==> src/hw/rtl/spu_adpcm_pkg.sv <==
// ----------------------------------------------------------------------------
// SPU ADPCM package
// Shared types, codes and the prediction coefficient table for the voice
// ADPCM block decoder.
// ----------------------------------------------------------------------------
package spu_adpcm_pkg;

  // Transaction kinds carried on in_tuser.
  localparam logic [1:0] MODE_START   = 2'd0;
  localparam logic [1:0] MODE_WORD    = 2'd1;
  localparam logic [1:0] MODE_LOOP_WR = 2'd2;

  // Loop flag bit positions in the header's flag field (header bits [10:8]).
  localparam int FLG_LOOP_END   = 0;
  localparam int FLG_REPEAT     = 1;
  localparam int FLG_LOOP_START = 2;

  localparam logic [3:0] SHIFT_MAX     = 4'd12;
  localparam logic [3:0] SHIFT_INVALID = 4'd9;
  localparam logic [3:0] FILTER_MAX    = 4'd4;

  localparam logic [2:0] WORD_HEADER = 3'd0;
  localparam logic [2:0] WORD_FINAL  = 3'd7;

  // Decoding parameters taken from a block header.
  typedef struct packed {
    logic [3:0] shift;
    logic [2:0] filter;
  } hdr_t;

  typedef struct packed {
    logic signed [7:0] c0;
    logic signed [7:0] c1;
  } coef_t;

  function automatic coef_t coef_lookup(input logic [2:0] filter);
    coef_t c;
    case (filter)
      3'd1:    c = '{c0: 8'sd60,  c1: 8'sd0};
      3'd2:    c = '{c0: 8'sd115, c1: -8'sd52};
      3'd3:    c = '{c0: 8'sd98,  c1: -8'sd55};
      3'd4:    c = '{c0: 8'sd122, c1: -8'sd60};
      default: c = '{c0: 8'sd0,   c1: 8'sd0};
    endcase
    return c;
  endfunction

endpackage

==> src/hw/rtl/spu_adpcm_alu.sv <==
// ----------------------------------------------------------------------------
// SPU ADPCM sample unit
// Turns one nibble into one PCM sample: scaled nibble plus two-tap
// prediction, clamped to 16 bits. Shared by all four nibbles of a word.
// ----------------------------------------------------------------------------
module spu_adpcm_alu
  import spu_adpcm_pkg::*;
(
  input  logic [3:0]         nibble,
  input  hdr_t               hdr,
  input  logic signed [15:0] hist1,
  input  logic signed [15:0] hist2,
  output logic signed [15:0] sample
);

  coef_t              coef;
  logic signed [15:0] base;
  logic signed [15:0] scaled;
  logic signed [23:0] prod0;
  logic signed [23:0] prod1;
  logic signed [19:0] sum;

  always_comb begin
    coef   = coef_lookup(hdr.filter);
    base   = $signed({nibble, 12'h000});
    scaled = base >>> hdr.shift;
    prod0  = 24'(hist1) * 24'(coef.c0);
    prod1  = 24'(hist2) * 24'(coef.c1);
    // Each product is floored by 64 before the sum, as the hardware does.
    sum    = 20'(scaled) + 20'(prod0 >>> 6) + 20'(prod1 >>> 6);
    if (sum > 20'sd32767) begin
      sample = 16'sh7FFF;
    end else if (sum < -20'sd32768) begin
      sample = -16'sh8000;
    end else begin
      sample = 16'(sum);
    end
  end

endmodule

==> src/hw/rtl/spu_adpcm_block_decoder.sv <==
// ----------------------------------------------------------------------------
// SPU ADPCM block decoder
// Decodes the 16-byte ADPCM blocks of one voice and follows its loop flags.
// ----------------------------------------------------------------------------
// Usage:
//   Input transactions carry a kind on in_tuser: start voice at an address,
//   one 16-bit block word, or a software write of the repeat address.
//   Start, repeat-address writes and header words (the first word of each
//   block) give no output. A data word is accepted into a word register
//   and then decoded in the shared sample unit, one sample per cycle
//   while the receiver does not stall, low nibble first, because each
//   sample feeds the prediction of the next. The next data word is taken
//   only after the fourth sample of the last one has been produced.
//   out_tlast marks the last sample of a block, which also carries the
//   next block address and the loop-jump flag.
//   in_tready is low while a word is being decoded. When the receiver
//   stalls, the sample held in the output register waits and decoding
//   pauses; the next input can be taken while the final sample waits.
//   Synchronous reset clears history, header, addresses and flags and
//   leaves the block idle with no output pending.
// ----------------------------------------------------------------------------
module spu_adpcm_block_decoder
  import spu_adpcm_pkg::*;
(
  input  logic        clk,
  input  logic        rst_n,
  input  logic        in_tvalid,
  output logic        in_tready,
  input  logic [31:0] in_tdata,   // [15:0] word, [31:16] address
  input  logic [1:0]  in_tuser,   // [1:0] mode
  output logic        out_tvalid,
  input  logic        out_tready,
  output logic [39:0] out_tdata,  // [15:0] sample, [31:16] next_address,
                                  // [32] loop_jumped, [33] end_seen, zeros above
  output logic        out_tlast   // block_last
);

  localparam logic ST_IDLE = 1'b0;
  localparam logic ST_RUN  = 1'b1;

  logic               state_r, state_nxt;
  logic [1:0]         k_r, k_nxt;
  logic [15:0]        word_r, word_nxt;
  logic signed [15:0] hist1_r, hist1_nxt;
  logic signed [15:0] hist2_r, hist2_nxt;
  hdr_t               hdr_r, hdr_nxt;
  logic [2:0]         flags_r, flags_nxt;
  logic [2:0]         wpos_r, wpos_nxt;
  logic [15:0]        fetch_r, fetch_nxt;
  logic [15:0]        loop_r, loop_nxt;
  logic               keep_r, keep_nxt;
  logic               first_r, first_nxt;
  logic               endf_r, endf_nxt;
  logic               out_valid_r, out_valid_nxt;
  logic [39:0]        out_data_r, out_data_nxt;
  logic               out_last_r, out_last_nxt;

  logic               in_acc;
  logic [1:0]         in_mode;
  logic [15:0]        in_word;
  logic [15:0]        in_addr;
  logic               step;
  logic               blk_end;
  logic [3:0]         nibble;
  logic signed [15:0] sample;
  logic [15:0]        loop_upd;
  logic [15:0]        fetch_upd;
  logic               end_upd;

  assign in_mode   = in_tuser;
  assign in_word   = in_tdata[15:0];
  assign in_addr   = in_tdata[31:16];
  assign in_tready = (state_r == ST_IDLE);
  assign in_acc    = in_tvalid && in_tready;
  assign step      = (state_r == ST_RUN) && (!out_valid_r || out_tready);
  assign blk_end   = step && (k_r == 2'd3) && (wpos_r == WORD_FINAL);

  always_comb begin
    case (k_r)
      2'd0:    nibble = word_r[3:0];
      2'd1:    nibble = word_r[7:4];
      2'd2:    nibble = word_r[11:8];
      default: nibble = word_r[15:12];
    endcase
  end

  spu_adpcm_alu u_alu (
    .nibble (nibble),
    .hdr    (hdr_r),
    .hist1  (hist1_r),
    .hist2  (hist2_r),
    .sample (sample)
  );

  // Block-end address bookkeeping. A loop end jumps to the loop address
  // as updated by a loop start in the same block.
  always_comb begin
    loop_upd  = (flags_r[FLG_LOOP_START] && (!keep_r || !first_r)) ? fetch_r : loop_r;
    fetch_upd = flags_r[FLG_LOOP_END] ? loop_upd : fetch_r + 16'd1;
    end_upd   = endf_r | flags_r[FLG_LOOP_END] | flags_r[FLG_REPEAT];
  end

  always_comb begin
    state_nxt     = state_r;
    k_nxt         = k_r;
    word_nxt      = word_r;
    hist1_nxt     = hist1_r;
    hist2_nxt     = hist2_r;
    hdr_nxt       = hdr_r;
    flags_nxt     = flags_r;
    wpos_nxt      = wpos_r;
    fetch_nxt     = fetch_r;
    loop_nxt      = loop_r;
    keep_nxt      = keep_r;
    first_nxt     = first_r;
    endf_nxt      = endf_r;
    out_valid_nxt = out_valid_r;
    out_data_nxt  = out_data_r;
    out_last_nxt  = out_last_r;

    if (out_valid_r && out_tready) begin
      out_valid_nxt = 1'b0;
    end

    if (in_acc) begin
      case (in_mode)
        MODE_START: begin
          fetch_nxt = in_addr;
          wpos_nxt  = WORD_HEADER;
          hist1_nxt = '0;
          hist2_nxt = '0;
          first_nxt = 1'b1;
          keep_nxt  = 1'b0;
          endf_nxt  = 1'b0;
        end
        MODE_LOOP_WR: begin
          loop_nxt = in_addr;
          keep_nxt = 1'b1;
        end
        MODE_WORD: begin
          if (wpos_r == WORD_HEADER) begin
            hdr_nxt.shift  = (in_word[3:0] > SHIFT_MAX) ? SHIFT_INVALID : in_word[3:0];
            hdr_nxt.filter = (in_word[7:4] > FILTER_MAX) ? 3'd0 : in_word[6:4];
            flags_nxt      = in_word[10:8];
            wpos_nxt       = 3'd1;
          end else begin
            word_nxt  = in_word;
            k_nxt     = 2'd0;
            state_nxt = ST_RUN;
          end
        end
        default: begin
        end
      endcase
    end

    if (step) begin
      hist2_nxt     = hist1_r;
      hist1_nxt     = sample;
      k_nxt         = k_r + 2'd1;
      out_valid_nxt = 1'b1;
      out_last_nxt  = blk_end;
      if (blk_end) begin
        out_data_nxt = {6'd0, end_upd, flags_r[FLG_LOOP_END], fetch_upd, sample};
      end else begin
        out_data_nxt = {6'd0, endf_r, 1'b0, 16'd0, sample};
      end
      if (k_r == 2'd3) begin
        state_nxt = ST_IDLE;
        if (blk_end) begin
          loop_nxt  = loop_upd;
          fetch_nxt = fetch_upd;
          endf_nxt  = end_upd;
          first_nxt = 1'b0;
          wpos_nxt  = WORD_HEADER;
          if (flags_r[FLG_LOOP_END]) begin
            keep_nxt = 1'b0;
          end
        end else begin
          wpos_nxt = wpos_r + 3'd1;
        end
      end
    end
  end

  always_ff @(posedge clk) begin
    if (!rst_n) begin
      state_r     <= ST_IDLE;
      k_r         <= '0;
      hist1_r     <= '0;
      hist2_r     <= '0;
      hdr_r       <= '0;
      flags_r     <= '0;
      wpos_r      <= WORD_HEADER;
      fetch_r     <= '0;
      loop_r      <= '0;
      keep_r      <= 1'b0;
      first_r     <= 1'b1;
      endf_r      <= 1'b0;
      out_valid_r <= 1'b0;
      out_last_r  <= 1'b0;
    end else begin
      state_r     <= state_nxt;
      k_r         <= k_nxt;
      hist1_r     <= hist1_nxt;
      hist2_r     <= hist2_nxt;
      hdr_r       <= hdr_nxt;
      flags_r     <= flags_nxt;
      wpos_r      <= wpos_nxt;
      fetch_r     <= fetch_nxt;
      loop_r      <= loop_nxt;
      keep_r      <= keep_nxt;
      first_r     <= first_nxt;
      endf_r      <= endf_nxt;
      out_valid_r <= out_valid_nxt;
      out_last_r  <= out_last_nxt;
    end
  end

  always_ff @(posedge clk) begin
    word_r     <= word_nxt;
    out_data_r <= out_data_nxt;
  end

  assign out_tvalid = out_valid_r;
  assign out_tdata  = out_data_r;
  assign out_tlast  = out_last_r;

`ifndef NO_ASSERTIONS
  // The fourth sample of a word always returns the sequencer to idle.
  a_word_done: assert property (@(posedge clk) disable iff (!rst_n)
    step && (k_r == 2'd3) |=> state_r == ST_IDLE)
    else $error("sequencer did not finish after the fourth sample");

  // Address and jump fields are only populated on the last sample of a block.
  a_addr_zero: assert property (@(posedge clk) disable iff (!rst_n)
    out_tvalid && !out_tlast |-> out_tdata[32:16] == 17'd0)
    else $error("address fields set on a sample that does not end a block");

  // The end flag is sticky until the voice is restarted.
  a_end_sticky: assert property (@(posedge clk) disable iff (!rst_n)
    endf_r && !(in_acc && (in_mode == MODE_START)) |=> endf_r)
    else $error("end flag cleared without a voice start");

  // History only moves when a sample is produced or the voice restarts.
  a_hist_hold: assert property (@(posedge clk) disable iff (!rst_n)
    !step && !(in_acc && (in_mode == MODE_START)) |=> $stable(hist1_r) && $stable(hist2_r))
    else $error("sample history changed without a decode step");
`endif

endmodule

==> config.mk <==
export PLATFORM = sky130hd
export DESIGN_NAME = spu_adpcm_block_decoder
export DESIGN_NICKNAME = d
export VERILOG_FILES = /design/src/hw/rtl/spu_adpcm_pkg.sv /design/src/hw/rtl/spu_adpcm_alu.sv /design/src/hw/rtl/spu_adpcm_block_decoder.sv
export SDC_FILE = /design/constraint.sdc
export NUM_CORES = 1
export LEC_CHECK = 0
export BUFFER_PORTS_ARGS = -buffer_cell sky130_fd_sc_hd__buf_2
export CAP_MARGIN = 10
export CORE_MARGIN = 5
export CORE_UTILIZATION = 25
export CTS_CLUSTER_SIZE = 20
export DETAILED_ROUTE_END_ITERATION = 16
export SETUP_SLACK_MARGIN = 0.1
export SYNTH_ARGS = -nofsm -noshare
export SYNTH_HDL_FRONTEND = slang
export SYNTH_SLANG_ARGS = --single-unit
==> constraint.sdc <==
create_clock -name clk -period 13.7 [get_ports clk]
set_input_delay 0 -clock clk [delete_from_list [all_inputs] [get_ports clk]]
set_output_delay 0 -clock clk [all_outputs]
set_load 0.02 [all_outputs]
# Word-level counts from Yosys, hierarchy flattened

Index checks and enable logic that the tools add are counted.

Register bits after elaboration: 141
Logic and storage cells: 123
Output and inout bits: 43

Mux-type cells: 56
Add/sub/neg operators: 5
Order comparisons: 4
Multipliers: 2
Shift-type cells: 1
Reductions and logical operators: 22
Bitwise gates (word level): 4
Equality and inequality tests: 11

Operator list:

| operator                                                         | count |
|---|---|
| two-way mux 16 bit                                               | 18 |
| one-hot mux 15 bit (4 select lines)                              | 1 |
| multiplier 16 x 8 -> 24 bit                                      | 2 |
| two-way mux 34 bit                                               | 1 |
| two-way mux 1 bit                                                | 22 |
| adder 19 x 18 -> 20 bit                                          | 1 |
| greater-than comparator 20 x 16 -> 1 bit (second input constant) | 1 |
| less-than comparator 20 x 16 -> 1 bit (second input constant)    | 1 |
| adder 16 x 18 -> 19 bit                                          | 1 |
| two-way mux 3 bit                                                | 6 |
| adder 16 x 1 -> 16 bit (second input constant)                   | 1 |
| >>> shifter 16 x 4 -> 16 bit                                     | 1 |
| one-hot mux 4 bit (3 select lines)                               | 1 |
| AND reduction 3 bit                                              | 3 |
| two-way mux 2 bit                                                | 4 |
| nonzero test 2 bit                                               | 4 |
| equality test 2 bit (second input constant)                      | 3 |
| equality test 3 x 2 -> 1 bit (second input constant)             | 2 |
| equality test 3 bit (second input constant)                      | 2 |
| logical AND 1 bit                                                | 6 |
| one-hot mux 3 bit (2 select lines)                               | 1 |
| equality test 2 x 1 -> 1 bit (second input constant)             | 2 |
| greater-than comparator 4 x 3 -> 1 bit (second input constant)   | 1 |
| greater-than comparator 4 bit (second input constant)            | 1 |
| 13 further kinds                                                 | 19 |

# Logic depth before layout (Yosys ltp)

Gate-level depths: netlist (run 1).

Depth in word-level cells: 9
Mapped depth: 37
Gate-level depth less buffers: 34

# Cells and area by module

From an unflattened synthesis (run 1), not the netlist that was laid out.

Cell total of the unflattened synthesis: 1666
Area, all modules: 14898.0 um2

Modules (own cells, without submodules):

| module                  | cells each | area each (um2) | instances | seq. area each (um2) |
|---|---|---|---|---|
| spu_adpcm_alu           | 1054       | 8753.4          | 1         | 0.0 |
| spu_adpcm_block_decoder | 612        | 6144.6          | 1         | 3203.1 |

# Worst setup path before layout (run 1)

OpenSTA, ideal clock, no wires.

Path kind: register to register
Start point: register hdr_r[0] (netlist name)
End point: register out_data_r[10] (netlist: out_tdata[10]) (data pin)
Period minus slack after synthesis: 8232 ps
Setup slack: 5468 ps
Data required time: 13430 ps
Setup time: 270 ps
Path buffers: 5
Arrival: 7962 ps
Stages on the path, launching flop included: 35
Cell sequence: dfxtp_1 > clkbuf_1 > nand2b_1 > nor2_1 > nor2_1 > inv_1 > clkbuf_1 > clkbuf_1 > nand2_1 > nand2_1 > ha_1 > fa_1 > fa_1 > inv_1 > fa_1 > inv_1 > ha_1 > a21oi_1 > o31ai_1 > o31a_1 > a221oi_1 > o21bai_1 > a21oi_1 > xnor2_1 > fa_1 > ha_1 > buf_6 > nand4_2 > or2_1 > nor3_2 > nor2_1 > xnor2_1 > o41ai_4 > buf_1 > o21ai_0

Longest elaborated chain between the ends: 9
Elaborated cells between the ends (all ways): 14

Ends and longest elaborated chain:

| item                                        | RTL line                       | RTL |
|---|---|---|
| from (decl)                                 | spu_adpcm_block_decoder.sv:46  | `hdr_t hdr_r, hdr_nxt;` |
| from (signal assigned)                      | spu_adpcm_block_decoder.sv:207 | `hdr_r <= hdr_nxt;` |
| equality test 3 bit (tied with other cells) | spu_adpcm_pkg.sv:38            | `case (filter)` |
| one-hot mux 15 bit (4 select lines) (*)     | spu_adpcm_pkg.sv:38            |  |
| multiplier 16 x 8 -> 24 bit                 | spu_adpcm_alu.sv:27            | `prod0 = 24'(hist1) * 24'(coef.c0);` |
| adder 16 x 18 -> 19 bit                     | spu_adpcm_alu.sv:30            | `sum = 20'(scaled) + 20'(prod0 >>> 6) + 20'(prod1 >>> 6);` |
| adder 19 x 18 -> 20 bit (*)                 | spu_adpcm_alu.sv:30            |  |
| less-than comparator 20 x 16 -> 1 bit       | spu_adpcm_alu.sv:33            | `end else if (sum < -20'sd32768) begin` |
| two-way mux 16 bit                          | spu_adpcm_alu.sv:33            |  |
| two-way mux 16 bit (*)                      | spu_adpcm_alu.sv:31            | `if (sum > 20'sd32767) begin` |
| via sample[10]                              | spu_adpcm_block_decoder.sv:65  | `logic signed [15:0] sample;` |
| two-way mux 34 bit (*)                      | spu_adpcm_block_decoder.sv:163 | `if (blk_end) begin` |
| to (signal assigned)                        | spu_adpcm_block_decoder.sv:222 | `out_data_r <= out_data_nxt;` |
| to (decl)                                   | spu_adpcm_block_decoder.sv:55  | `logic [39:0] out_data_r, out_data_nxt;` |

The timed path passes the listed nets; every way through them passes the cells marked *.
A chain may end at the register's enable or synchronous reset.

# Worst setup path in the final report (run 1)

Start point: register hdr_r[0] (netlist name)
End point: register hist1_r[14]

Longest elaborated chain between the ends: 9
Elaborated cells between the ends (all ways): 14

Ends and longest elaborated chain:

| item                                        | RTL line                       | RTL |
|---|---|---|
| equality test 3 bit (tied with other cells) | spu_adpcm_pkg.sv:38            |  |
| one-hot mux 15 bit (4 select lines) (*)     | spu_adpcm_pkg.sv:38            |  |
| multiplier 16 x 8 -> 24 bit                 | spu_adpcm_alu.sv:27            |  |
| adder 16 x 18 -> 19 bit                     | spu_adpcm_alu.sv:30            |  |
| adder 19 x 18 -> 20 bit (*)                 | spu_adpcm_alu.sv:30            |  |
| less-than comparator 20 x 16 -> 1 bit       | spu_adpcm_alu.sv:33            |  |
| two-way mux 16 bit                          | spu_adpcm_alu.sv:33            |  |
| two-way mux 16 bit (*)                      | spu_adpcm_alu.sv:31            |  |
| two-way mux 16 bit (*)                      | spu_adpcm_block_decoder.sv:157 | `if (step) begin` |
| to (signal assigned)                        | spu_adpcm_block_decoder.sv:205 | `hist1_r <= hist1_nxt;` |
| to (decl)                                   | spu_adpcm_block_decoder.sv:44  | `logic signed [15:0] hist1_r, hist1_nxt;` |

Mark *: on every way between the ends. The rest lies on a longest branch, timed or not.

==> flow_summary_export.csv, run 1 <==
group,metric,value,unit
outcome,status,"complete, no violations",
cts,clock_sinks,135,
yosys,synth_common_cells,"inv_1 (253), nand2_1 (202), fa_1 (154), ha_1 (145), nor2_1 (111)",
power,total_power,0.988,mW
cts,worstSkewPairLatency,0.46,ns
layout,finish.utilization,28.7,%
yosys,ys_warn_count,0,
yosys,syn_avg_cell_area,8.84,µm²
drt,final_antenna_net_count,0,
global_route,grt_max_degree,73,
layout,fin_nets,2050,
yosys,synth_flop_cell,"dfxtp_1",
floorplanning,initial_utilization,25.2,%
setup_path,ff2ff_setup_slack,3.27,ns
yosys,synth.area.top_cells,"fa_1 (21%), ha_1 (13%), dfxtp_1 (12%), edfxtp_1 (10%), inv_1 (6.6%)",
sta,fin_crit,10.43,ns
power,power_density,59.7,mW/mm²
setup_path,critPathLaunchType,"flip-flop",
setup_path,crit_type,"reg -> reg",
drt,routedWlPerCell,15.4,µm
cts,path_clk_slew,0.06,ns
sta,fmax,95.9,MHz
floorplanning,dieHeight,251,µm
yosys,synthSimpleGateAreaFrac,17.5,%
sta,final_max_slew_viol_count,0,
sta,clock_skew,0.00982,ns
drt,first_pass_iters,5,
yosys,yosys.cell_types.count,76,
sta,hold_violations,0,
floorplanning,io_pins,81,
sta,grt_setup_unrepaired,"no",
layout,final_layout_size_suffix_gt1_share,8.92,%
yosys,synth_area_leader_cell,"fa_1",
cts,cts-root-buf,"clkbuf_16",
drt,drc,0,
placement,dp_hpwl,29700,µm
yosys,synth.top_cell.area_share,21.3,%
yosys,synth_area,0.0145,mm²
yosys,synth.most_common_cell,"inv_1",
global_route,grt_overflow,0,
yosys,yosys_register_bits,135,
floorplanning,design.core.area,0.0576,mm²
cts,clockBufferDepth,2,
drt,vias_per_cell,4.63,
run,cap_violations,0,
setup_path,crit_buf_inv,3,
floorplanning,die_w,251,µm
power,p_leak,7.99,nW
cts,cts_buffers,17,
yosys,postSynthCellCount,1638,
drt,met1_length,17500,µm
drt,met2_length,17400,µm
drt,wl_met3,2470,µm
drt,first_iter_violations,813,
layout,area_growth,14.3,%
setup_path,crit_family,"adder cells",
yosys,synth_edf_count,50,
floorplanning,design.die.area,0.0629,mm²
placement,place_inst,2425,
global_route,grt_pass1_vias,12189,
setup_path,cp_slowest_stage_delay,0.87,ns
min_path,hold_path.class,"in -> reg",
placement,port_buffers,74,
placement,post_dp_cell_area,0.0156,mm²
yosys,synth_compound_area_share,13.3,%
yosys,yosys-mux-area-fraction,0.276,%
layout,instances_no_fill,2492,
drt,drt_wl_total,38300,µm
sta,worst_pin_slew,1.00,ns
setup_path,slowest_stage,"o41ai_4",
drt,highest_layer,"met5",
sta,setup_tns,0,ns
global_route,globalRouteTotalUtil,12.4,%
yosys,synth_top_family_by_area,"adder cells",
power,peakVddDrop,0.115,mV
cts,h-tree-depth,4,
drt,num_vias,11545,
setup_path,crit_path_end_kind,"flip-flop",
setup_path,cp.arrival,10.78,ns
floorplanning,row_count,88,
yosys,synth-xor-area-share,4.29,%
sta,min_period_over_period,76.2,%
cts,cts_tree,"built",
setup_path,required,14.04,ns
yosys,synthArstFlopShare,0,%
yosys,synthAdderAreaFrac,33.8,%
sta,slew_headroom,32.8,%
placement,place_congestion,0.887,
global_route,grt_pass1_wl,63400,µm
yosys,yosysSeqAreaShare,22.1,%
sta,setup_viol,0,
setup_path,path_common_cell,"fa_1",
global_route,antenna_found_initial,2,
setup_path,crit_fanout,19,
layout,fin_area,0.0166,mm²
==> worst reg2reg max path: cells and delay by family (launching register included) <==
family / cells / cell delay (ns)
AO/OA/AOI/OAI: 9 / 2.90
XOR/XNOR: 2 / 0.36
adder cells (fa/ha/maj): 7 / 3.16
buffers and inverters: 3 / 0.60
flip-flops: 1 / 0.69
AND/OR/NAND/NOR: 10 / 2.62
==> state kept, by name, summed over array words and instances (netlist names), 2 cells and up <==
| name | count |
|---|---|
| out_tdata | 34 |
| hist2_r | 16 |
| word_r | 16 |
| loop_r | 16 |
| k_r | 2 |
| fetch_r | 16 |
| hist1_r | 16 |
| hdr_r | 7 |
| wpos_r | 3 |
| flags_r | 3 |
==> worst paths after layout <==
path                             startpoint          end  cells past startpoint
worst max-delay path               hdr_r[0]  hist1_r[14]                     31
worst min-delay path            in_tuser[1]      state_r                      4
worst max register to register     hdr_r[0]  hist1_r[14]                     31
worst min register to register    out_tlast    out_tlast                      2
==> kinds of logic after synthesis <==
logic type / Yosys count
AOI/OAI and AO/OA: 271
xor gates and xnor gates: 71
adders and majority gates: 299
buffers and inverters: 321
DFF: 135
muxes: 4
other: 1
and+or+nand+nor: 536
==> metal layers <==
metal	GRT usage [%]	vias to the layer above
met5	0	-
met2	20.1	317
met1	16.4	5645
met4	3.73	2
met3	3.03	66
li1	-	5515
==> area by class of cell <==
type	instances	area (µm²)
inverters	253	950
clock inverters	14	149
well taps	765	957
clock buffers	18	439
fillers	6113	41000
flip-flops and latches	135	3200
diodes	1	2.50
repair buffers	119	793
multi-input cells	1187	10100
==> what timing repair did <==
action / CTS / global route
endpoints found under the hold margin: 60 / 0
setup buffers: 0 / 0
hold buffers: 34 / 0
resized for setup: 0 / 0
==> per-stage QoR <==
step	hold WS (ns)	setup WS, ns
2_1_floorplan	0.0989	5.47
3_3_place_gp	0.180	3.79
3_5_place_dp	0.178	3.43
4_1_cts	0.0272	3.37
5_1_grt	0.0743	2.48
6_report	0.0513	3.27
==> where the power goes <==
| part | internal, mW | total (mW) | switching (mW) | leakage (nW) |
|---|---|---|---|---|
| clock | 0.247 | 0.459 | 0.211 | 0.287 |
| combinational | 0.0373 | 0.0988 | 0.0615 | 6.58 |
| sequential | 0.423 | 0.431 | 0.00756 | 1.13 |
| total | 0.708 | 0.988 | 0.280 | 7.99 |
==> layout by cell type (no fill, tap or decap), types with 16 or more instances in the layout <==
master         instances
and2_1                81
edfxtp_1              50
ha_1                 145
xnor2_1               40
dlygate4sd3_1         34
inv_1                252
o21a_1                26
and3_1                24
buf_2                 74
a21oi_1               53
nand2b_1              16
o21ai_0               53
nor2_1               111
nand2_1              202
fa_1                 154
nand3_1               40
xor2_1                31
nor3_1                20
clkbuf_16             17
a21boi_0              30
dfxtp_1               85
o221ai_1              17
Power figures use the tool's default switching activity.
==> run 2: changes to the inputs <==
==> constraint.sdc (replaced) <==
create_clock -name clk -period 8.4 [get_ports clk]
set_input_delay 0 -clock clk [delete_from_list [all_inputs] [get_ports clk]]
set_output_delay 0 -clock clk [all_outputs]
set_load 0.02 [all_outputs]
==> flow_summary_export.csv, run 2 (synthesis results as in run 1) <==
group,metric,value,unit
outcome,status,"complete, no violations",
floorplanning,design.core.area,0.0576,mm²
run,cap_violations,0,
setup_path,cp_slowest_stage_delay,0.60,ns
setup_path,crit_type,"reg -> reg",
sta,hold_violations,0,
setup_path,crit_path_end_kind,"flip-flop",
cts,cts_buffers,17,
cts,clock_sinks,135,
placement,dp_hpwl,31100,µm
sta,fmax,125,MHz
floorplanning,dieHeight,251,µm
setup_path,reg2reg_from,"hdr_r[0]",
cts,worstSkewPairLatency,0.45,ns
global_route,grtUsageMet1,17.1,%
setup_path,reg2reg_depth,32,
global_route,grt_overflow,0,
drt,first_pass_iters,6,
sta,final_max_slew_viol_count,0,
setup_path,reg2reg_to,"hist1_r[0]",
drt,drc,0,
layout,final_layout_size_suffix_gt1_share,12.2,%
sta,setup_tns,0,ns
min_path,hold_start,"in_tvalid",
cts,h-tree-depth,4,
placement,place_congestion,0.886,
layout,area_growth,18.1,%
floorplanning,design.die.area,0.0629,mm²
floorplanning,initial_utilization,25.2,%
layout,mostFrequentLayoutCell,"inv_1",
global_route,gr-max-usage-layer,"met2",
sta,min_period_over_period,95.1,%
setup_path,ff2ff_setup_slack,0.41,ns
sta,worst_pin_slew,0.931,ns
floorplanning,die_w,251,µm
drt,first_iter_violations,874,
setup_path,crit_family,"compound AO/OA/AOI/OAI gates",
global_route,grt_pass1_vias,12247,
setup_path,cp.arrival,8.32,ns
cts,path_clk_slew,0.07,ns
min_path,worstHoldEndpoint,"keep_r",
drt,vias_per_cell,4.65,
cts,cts_tree,"built",
sta,setup_viol,0,
layout,fin_nets,2077,
floorplanning,io_pins,81,
global_route,grt_max_degree,72,
global_route,grt_pass1_wl,65400,µm
layout,largest_register_ffs,34,
global_route,use_met2,21.6,%
setup_path,path_common_cell,"fa_1",
sta,whs,0.173,ns
drt,num_vias,11708,
power,power_density,98.7,mW/mm²
placement,port_buffers,74,
drt,routedWlPerCell,15.9,µm
min_path,min_delay_path_depth,6,
sta,slew_headroom,37.7,%
setup_path,required,8.73,ns
floorplanning,row_count,88,
cts,clockBufferDepth,2,
setup_path,crit_start,"hdr_r[0]",
setup_path,crit_fanout,12,
cts,cts-root-buf,"clkbuf_16",
setup_path,slowest_stage,"fa_1",
sta,clock_skew,0.0155,ns
power,peakVddDrop,0.115,mV
sta,grt_setup_unrepaired,"no",
sta,fin_crit,7.99,ns
drt,drt_wl_total,40000,µm
layout,fill_cells,6015,
global_route,globalRouteMet3Util,2.63,%
setup_path,crit_buf_inv,4,
power,p_leak,8.21,nW
global_route,antenna_found_initial,1,
layout,layout_common_cells,"inv_1 (250), nand2_1 (201), fa_1 (154)",
setup_path,critPathLaunchType,"flip-flop",
min_path,hold_path.class,"in -> reg",
global_route,globalRouteTotalUtil,12.8,%
drt,final_antenna_net_count,0,
run 2: worst max-delay path by stage:
| stage | endpoint | slack, ns | depth (start not counted) |
|---|---|---|---|
| floorplan | out_tdata[10] | 0.17 | 34 |
| global placement | hist1_r[0] | 0.10 | 34 |
| detailed placement | hist1_r[0] | -0.13 | 34 |
| CTS | out_tdata[4] | 0.13 | 33 |
| global route | hist1_r[0] | 0.02 | 31 |
| finish | hist1_r[0] | 0.41 | 32 |
run 2: worst min-delay path: stages:
cell     delay [ns]
buf_2          0.11
nand2_1        0.14
o21ai_0        0.19
nand2_1        0.05
nand2_1        0.06
nor2_1         0.03
run 2: layer usage:
layer	part of all wire (%)	routed length, µm
met5	0	0
met4	1.3	534
met3	6.5	2620
met2	48	19000
met1	45	17900
run 2: area by class of cell:
type	instances	area (µm²)	share of cell area, %
multi-input cells	1187	10300	60.2
flip-flops and latches	135	3210	18.8
repair buffers	146	1050	6.14
well taps	765	957	5.60
inverters	253	950	5.55
clock buffers	17	425	2.49
clock inverters	15	203	1.19
diodes	1	2.50	0.0146
run 2: repair_timing:
action / 4_1_cts / 5_1_grt
hold endpoints to repair: 62 / 0
gates resized for setup: 7 / 54
setup buffers: 1 / 2
endpoints found under the setup margin: 30 / 31
pin swaps: 2 / 18
hold buffers: 35 / 0
run 2: where the power goes:
part / total, mW / switching (mW) / internal, mW
combinational: 0.179 / 0.106 / 0.0730
sequential: 0.701 / 0.0123 / 0.689
clock: 0.808 / 0.373 / 0.434
total: 1.69 / 0.492 / 1.20
run 2: per-stage QoR:
| step | total power, mW | std cells | instance area (µm²) | util (%) | setup WS (ns) |
|---|---|---|---|---|---|
| after global routing | 1.75 | 2519 | 17100 | 29.7 | 0.0228 |
| after global placement | 0.869 | 2448 | 15800 | 27.5 | 0.105 |
| after CTS | 1.70 | 2516 | 16800 | 29.2 | 0.127 |
| final | 1.69 | 2519 | 17100 | 29.7 | 0.410 |
| after detailed placement | 0.873 | 2448 | 15800 | 27.5 | -0.128 |
| after floorplan | 0.817 | 1643 | 14500 | - | 0.168 |
